$ cat config.mk
export PLATFORM = sky130hd
export DESIGN_NAME = led_matrix_frame_engine_unit
export DESIGN_NICKNAME = d
export VERILOG_FILES = /design/src/lmfe_pkg.sv /design/src/led_matrix_frame_engine_unit.sv
export SDC_FILE = /design/constraint.sdc
export NUM_CORES = 1
export LEC_CHECK = 0
export ABC_AREA = 1
export BUFFER_PORTS_ARGS = -buffer_cell sky130_fd_sc_hd__buf_2
export CAP_MARGIN = 40
export CORE_MARGIN = 1.5
export CORE_UTILIZATION = 60
export CTS_CLUSTER_SIZE = 30
export DETAILED_ROUTE_END_ITERATION = 12
export PLACE_DENSITY = 0.76
export SKIP_LAST_GASP = 1
export SLEW_MARGIN = 20
export SYNTH_ARGS = -nofsm -noshare
export SYNTH_HDL_FRONTEND = slang
export SYNTH_SLANG_ARGS = --single-unit
$ cat constraint.sdc
create_clock -name clk -period 6 [get_ports clk]
set_input_delay 1.8 -clock clk [delete_from_list [all_inputs] [get_ports clk]]
set_output_delay 1.8 -clock clk [all_outputs]
set_load 0.03 [all_outputs]
$ cat src/lmfe_pkg.sv
// Shared constants, command codes and chain-position mapping for the LED matrix frame engine.
// No dependencies.
package lmfe_pkg;

  localparam int SIDE      = 5;
  localparam int LED_TOTAL = SIDE * SIDE;
  localparam int IDX_W     = $clog2(LED_TOTAL);
  localparam int CRD_W     = 3;
  localparam int POS_W     = 6;
  localparam int CMD_W     = 4;
  localparam int CLR_W     = 8;
  localparam int INT_W     = 9;

  localparam logic [CRD_W-1:0] LAST_CRD  = CRD_W'(SIDE - 1);
  localparam logic [IDX_W-1:0] LAST_IDX  = IDX_W'(LED_TOTAL - 1);
  localparam logic [INT_W-1:0] INT_FULL  = INT_W'(256);

  localparam logic [CMD_W-1:0] CMD_PIXEL   = 4'd0;
  localparam logic [CMD_W-1:0] CMD_ROW     = 4'd1;
  localparam logic [CMD_W-1:0] CMD_COLUMN  = 4'd2;
  localparam logic [CMD_W-1:0] CMD_BORDER  = 4'd3;
  localparam logic [CMD_W-1:0] CMD_DIAG    = 4'd4;
  localparam logic [CMD_W-1:0] CMD_ANTI    = 4'd5;
  localparam logic [CMD_W-1:0] CMD_FILL    = 4'd6;
  localparam logic [CMD_W-1:0] CMD_CLEAR   = 4'd7;
  localparam logic [CMD_W-1:0] CMD_REFRESH = 4'd8;

  typedef struct packed {
    logic [CLR_W-1:0] green;
    logic [CLR_W-1:0] red;
    logic [CLR_W-1:0] blue;
  } grb_t;

  function automatic logic [IDX_W-1:0] chain_pos(input logic [CRD_W-1:0] x,
                                                 input logic [CRD_W-1:0] y);
    logic [IDX_W-1:0] xx;
    logic [IDX_W-1:0] lin;
    xx  = y[0] ? IDX_W'(LAST_CRD - x) : IDX_W'(x);
    lin = IDX_W'(IDX_W'(y) * IDX_W'(SIDE)) + xx;
    return LAST_IDX - lin;
  endfunction

endpackage

$ cat src/led_matrix_frame_engine_unit.sv
// Flow: an accepted command is scaled one colour component at a time on one shared 8x9
// multiplier (S_SCALE), drawn into the pixel store by a walk over every LED (S_DRAW), then
// streamed from the pixel store, one item per cycle with out_ready high (S_STREAM). Set pixel
// skips the stream; in_ready is high only in S_IDLE, so no new command is taken until then.
// Reset: synchronous rst clears the sequencer, the output valid and the pixel store to black.
// Depends on lmfe_pkg.
module led_matrix_frame_engine_unit (
  input  logic                       clk,
  input  logic                       rst,
  input  logic                       in_valid,
  output logic                       in_ready,
  input  logic [lmfe_pkg::CMD_W-1:0] command,
  input  logic [lmfe_pkg::CRD_W-1:0] x_pos,
  input  logic [lmfe_pkg::CRD_W-1:0] y_pos,
  input  logic [lmfe_pkg::CLR_W-1:0] red,
  input  logic [lmfe_pkg::CLR_W-1:0] green,
  input  logic [lmfe_pkg::CLR_W-1:0] blue,
  input  logic [lmfe_pkg::INT_W-1:0] intensity,
  output logic                       out_valid,
  input  logic                       out_ready,
  output logic [lmfe_pkg::POS_W-1:0] led_position,
  output logic [lmfe_pkg::CLR_W-1:0] out_green,
  output logic [lmfe_pkg::CLR_W-1:0] out_red,
  output logic [lmfe_pkg::CLR_W-1:0] out_blue,
  output logic                       frame_end
);
  import lmfe_pkg::*;

  localparam logic [1:0] S_IDLE   = 2'd0;
  localparam logic [1:0] S_SCALE  = 2'd1;
  localparam logic [1:0] S_DRAW   = 2'd2;
  localparam logic [1:0] S_STREAM = 2'd3;

  logic [1:0]       state;
  logic [CMD_W-1:0] cmd_q;
  logic [CRD_W-1:0] x_q;
  logic [CRD_W-1:0] y_q;
  logic [CLR_W-1:0] red_q;
  logic [CLR_W-1:0] green_q;
  logic [CLR_W-1:0] blue_q;
  logic [INT_W-1:0] k_q;
  logic [1:0]       comp;
  grb_t             grb_q;
  logic [CRD_W-1:0] x_cnt;
  logic [CRD_W-1:0] y_cnt;
  logic [IDX_W-1:0] stream_idx;
  grb_t             store [LED_TOTAL];

  logic             accept;
  logic             drop;
  logic [CLR_W-1:0] mul_a;
  logic [CLR_W+INT_W-1:0] product;
  logic [CLR_W-1:0] scaled;
  logic             hit;
  logic [CRD_W:0]   diag_sum;
  logic             draw_last;
  logic             load;
  grb_t             wr_value;

  assign in_ready = (state == S_IDLE);
  assign accept   = in_valid && in_ready;
  assign drop     = (command > CMD_REFRESH) ||
                    ((command == CMD_ROW) && (y_pos > LAST_CRD)) ||
                    ((command == CMD_COLUMN) && (x_pos > LAST_CRD));

  always_comb begin
    case (comp)
      2'd0:    mul_a = green_q;
      2'd1:    mul_a = red_q;
      default: mul_a = blue_q;
    endcase
  end

  assign product = (CLR_W+INT_W)'(mul_a) * (CLR_W+INT_W)'(k_q);
  assign scaled  = product[2*CLR_W-1:CLR_W];

  assign diag_sum = (CRD_W+1)'(x_cnt) + (CRD_W+1)'(y_cnt);

  always_comb begin
    case (cmd_q)
      CMD_PIXEL:  hit = (x_cnt == x_q) && (y_cnt == y_q);
      CMD_ROW:    hit = (y_cnt == y_q);
      CMD_COLUMN: hit = (x_cnt == x_q);
      CMD_BORDER: hit = (x_cnt == '0) || (y_cnt == '0) ||
                        (x_cnt == LAST_CRD) || (y_cnt == LAST_CRD);
      CMD_DIAG:   hit = (x_cnt == y_cnt);
      CMD_ANTI:   hit = (diag_sum == (CRD_W+1)'(LAST_CRD));
      CMD_FILL:   hit = 1'b1;
      CMD_CLEAR:  hit = 1'b1;
      default:    hit = 1'b0;
    endcase
  end

  assign wr_value  = (cmd_q == CMD_CLEAR) ? '0 : grb_q;
  assign draw_last = (x_cnt == LAST_CRD) && (y_cnt == LAST_CRD);
  assign load      = (state == S_STREAM) && (!out_valid || out_ready);

  always_ff @(posedge clk) begin
    if (accept) begin
      cmd_q   <= command;
      x_q     <= x_pos;
      y_q     <= y_pos;
      red_q   <= red;
      green_q <= green;
      blue_q  <= blue;
      k_q     <= (intensity > INT_FULL) ? INT_FULL : intensity;
    end
    if (state == S_SCALE) begin
      case (comp)
        2'd0:    grb_q.green <= scaled;
        2'd1:    grb_q.red   <= scaled;
        default: grb_q.blue  <= scaled;
      endcase
    end
    if (load) begin
      led_position <= POS_W'(stream_idx);
      out_green    <= store[stream_idx].green;
      out_red      <= store[stream_idx].red;
      out_blue     <= store[stream_idx].blue;
      frame_end    <= (stream_idx == LAST_IDX);
    end
  end

  always_ff @(posedge clk) begin
    if (rst) begin
      for (int i = 0; i < LED_TOTAL; i++) begin
        store[i] <= '0;
      end
    end else if ((state == S_DRAW) && hit) begin
      store[chain_pos(x_cnt, y_cnt)] <= wr_value;
    end
  end

  always_ff @(posedge clk) begin
    if (rst) begin
      state      <= S_IDLE;
      comp       <= '0;
      x_cnt      <= '0;
      y_cnt      <= '0;
      stream_idx <= '0;
      out_valid  <= 1'b0;
    end else begin
      if (load) begin
        out_valid <= 1'b1;
      end else if (out_ready) begin
        out_valid <= 1'b0;
      end
      case (state)
        S_IDLE: begin
          if (accept && !drop) begin
            state <= S_SCALE;
            comp  <= '0;
          end
        end
        S_SCALE: begin
          if (comp == 2'd2) begin
            state <= S_DRAW;
            x_cnt <= '0;
            y_cnt <= '0;
          end else begin
            comp <= comp + 2'd1;
          end
        end
        S_DRAW: begin
          if (x_cnt == LAST_CRD) begin
            x_cnt <= '0;
            y_cnt <= y_cnt + CRD_W'(1);
          end else begin
            x_cnt <= x_cnt + CRD_W'(1);
          end
          if (draw_last) begin
            state      <= (cmd_q == CMD_PIXEL) ? S_IDLE : S_STREAM;
            stream_idx <= '0;
          end
        end
        S_STREAM: begin
          if (load) begin
            if (stream_idx == LAST_IDX) begin
              state <= S_IDLE;
            end else begin
              stream_idx <= stream_idx + IDX_W'(1);
            end
          end
        end
        default: state <= S_IDLE;
      endcase
    end
  end

  a_pos_range: assert property (@(posedge clk) disable iff (rst)
    out_valid |-> (led_position < POS_W'(LED_TOTAL)))
    else $error("led_position beyond the chain");

  a_end_mark: assert property (@(posedge clk) disable iff (rst)
    out_valid |-> (frame_end == (led_position == POS_W'(LED_TOTAL - 1))))
    else $error("frame_end not on the last LED");

  a_frame_cont: assert property (@(posedge clk) disable iff (rst)
    (out_valid && out_ready && !frame_end) |-> (state == S_STREAM))
    else $error("frame stopped before its last item");

endmodule

==> run_results.csv <==
group,metric,value,unit
grt,grt_pass1_vias,30090,
clocking,clk_path_buf_depth,3,
synthesis,yosysSeqAreaShare,60.7,%
power,ir_drop,0.000681,V
setup_path,crit_required,6.39,ns
detailed_routing,drc,0,
cells_and_area,mostFrequentLayoutCells,"865 x edfxtp_1, 575 x nor2_1, 422 x nor3_2",
worst_hold_path,hold_path.class,"register to register",
die,io_pins,80,
placed_design,io_buffers,78,
synthesis,synth_top_area_share,60.0,%
timing,max_freq,182,MHz
grt,grt_max_degree,221,
timing,finalMaxSlewViolations,0,
timing,period_minus_slack,5.51,ns
detailed_routing,avgRoutedWirePerCell,24.4,um
setup_path,arrival,5.90,ns
die,core-area,71500,um^2
run,maxCapViolCount,0,
cells_and_area,fillers,5223,
cells_and_area,drive_gt1_share,21.7,%
detailed_routing,dr.pass1.iters,8,
cells_and_area,layout_commonest_cell,"edfxtp_1",
clocking,cts_buffers,89,
cells_and_area,num_antenna_cells,0,
synthesis,synth.area.top_cells,"edfxtp_1 60%, nor3_2 9.8%, nor2_1 5.1%",
clocking,cts-resized-gates,0,
timing,relSlewSlack,36.5,%
clocking,root_buffer,"clkbuf_16",
clocking,ctsHtreeMaxLevel,3,
timing,fin_setup_tns,0,ns
cells_and_area,multi_input_area,14900,um^2
clocking,cts_tree,"yes",
grt,antenna_found_initial,1,
synthesis,synth_area_per_cell,11.4,um^2
setup_path,crit_path_end_kind,"register",
clocking,clk_pin_slew,0.06,ns
detailed_routing,via_count,30488,
grt,grt_overflow_total,0,
timing,setup_viol_count_final,0,
power,powerDensity,404,nW/um^2
timing,clock_skew,0.0340,ns
power,power,19200,uW
detailed_routing,post_drt_via_cell_ratio,6.38,
placed_design,hpwl,67600,um
synthesis,synth_warnings,0,
power,total_leakage_power,0.0161,uW
synthesis,syn_nets,3950,
die,rows,98,
timing,worst_pin_slew,0.952,ns
timing,rsz0062_at_grt,"false",
cells_and_area,register_area,26300,um^2
clocking,cts_setup_buffers,0,
cells_and_area,area_growth,9.78,%
timing,hold_violations,0,
grt,grt_pass1_wl,177000,um
placed_design,gp_congestion,0.856,
cells_and_area,nets,3902,
synthesis,yosysTopAreaCell,"edfxtp_1",
detailed_routing,routed_wl,117000,um
synthesis,synth_cells,3808,
detailed_routing,initialDrtViolationCount,3703,
clocking,insertion_delay,0.67,ns
die,floorplan.initialDensity,60.6,%
die,die_w,272,um
setup_path,cp-start-kind,"register",
status,status,"completed",
setup_path,path_max_fanout,11,
setup_path,worstSetupPathType,"register to register",
detailed_routing,drtAntennaViolNets,0,
clocking,clock_sinks,881,
die,die_area,73800,um^2
die,dieHeight,272,um
synthesis,synth_area,43300,um^2
clocking,ctsHoldBuffers,0,
synthesis,synth_cell_types,44,
synthesis,ys_ff_latch,881,
timing,period_share,91.8,%
grt,grt_usage,31.7,%
-- cells by family (layout without fill, tap and decap cells) --
family / Yosys count / in the layout / share of synthesized area [%]
AND/OR/NAND/NOR: 1588 / 1588 / 21.1
flip-flops: 881 / 881 / 60.7
AO/OA/AOI/OAI: 692 / 692 / 8.95
buffers and inverters: 539 / 561 / 5.47
adder cells (fa/ha/maj): 95 / 95 / 3.49
XOR/XNOR: 12 / 12 / 0.277
other: 1 / 1 / 0.00866
-- where the power goes --
part / internal, uW / switching, uW / total (uW)
clock: 2920 / 2370 / 5290
combinational: 1860 / 4340 / 6200
sequential: 7630 / 119 / 7740
total: 12400 / 6830 / 19200
-- worst max-delay path, cell delays in order (launching register included) --
cell and delay [ns]:
dfxtp_1 0.31, inv_1 0.12, ha_1 0.41, nor2_1 0.18, buf_4 0.19, a21oi_1 0.56, nor2_1 0.13, fa_1 0.52
inv_1 0.07, fa_1 0.55, fa_1 0.44, fa_1 0.49, inv_1 0.04, ha_1 0.35, a21o_1 0.19, a31oi_1 0.24
nor2_1 0.08, nor3_1 0.19, nand2_1 0.08, nand2_1 0.06, nand2_1 0.07
-- path summary, 6_finish.rpt --
path | from | endpoint | slack, ns | depth (start not counted)
min | comp[1] | comp[1] | 0.54 | 2
min reg2reg | comp[1] | comp[1] | 0.54 | 2
max reg2reg | comp[0] | grb_q[7] | 0.49 | 20
max | comp[0] | grb_q[7] | 0.49 | 20
-- per-stage QoR --
stage	hold WS (ns)	worst slack, ns	utilization [%]	cell area [um^2]	cells
5_1_grt	0.550	0.104	66.5	47500	4780
2_1_floorplan	0.406	0.817	-	43300	3808
4_1_cts	0.521	0.538	66.4	47500	4777
3_3_place_gp	0.505	0.643	62.2	44500	4603
3_5_place_dp	0.513	0.564	62.6	44800	4616
6_report	0.539	0.494	66.5	47500	4780
-- cells in the mapped netlist (all sizes together) --
cell type,n
edfxtp,865
nor3,610
nor2,585
o21ai,447
nand2,252
buf,194
inv,186
clkbuf,158
nand3,99
o211ai,98
o22ai,98
ha,52
fa,43
nand4,34
a21oi,32
dfxtp,16
xor2,8
a22o,5
or2,5
xnor2,4
a211oi,3
a21o,3
nand3b,2
o21a,2
a21boi,1
a22oi,1
a31oi,1
and3b,1
clkinv,1
conb,1
o31ai,1
-- registers in the layout, summed over array words and instances (netlist names), 4 cells and up --
signal        flops
out_red           8
store           768
k_q               9
red_q             8
out_blue          8
led_position      5
green_q           8
grb_q            24
cmd_q             4
stream_idx        5
blue_q            8
out_green         8
-- cell type report --
| class | instances | area share (%) |
|---|---|---|
| clock buffers | 115 | 4.95 |
| clock inverters | 46 | 0.784 |
| inverters | 187 | 1.49 |
| multi-input cells | 2388 | 31.3 |
| flip-flops and latches | 881 | 55.3 |
| well taps | 950 | 2.50 |
| repair buffers | 213 | 3.64 |
-- metal layers --
layer  routed length (um)  part of all wire, %  global-route usage (%)  vias to the layer above
met5                    0                    0                       0                        -
met4                 6560                  5.6                    17.7                        0
met3                12200                   10                    5.88                      306
met2                54600                   47                    49.8                     1794
met1                43100                   37                    41.9                    14873
li1                     -                    -                       -                    13515
No activity file was read; power rests on OpenSTA's default activity.
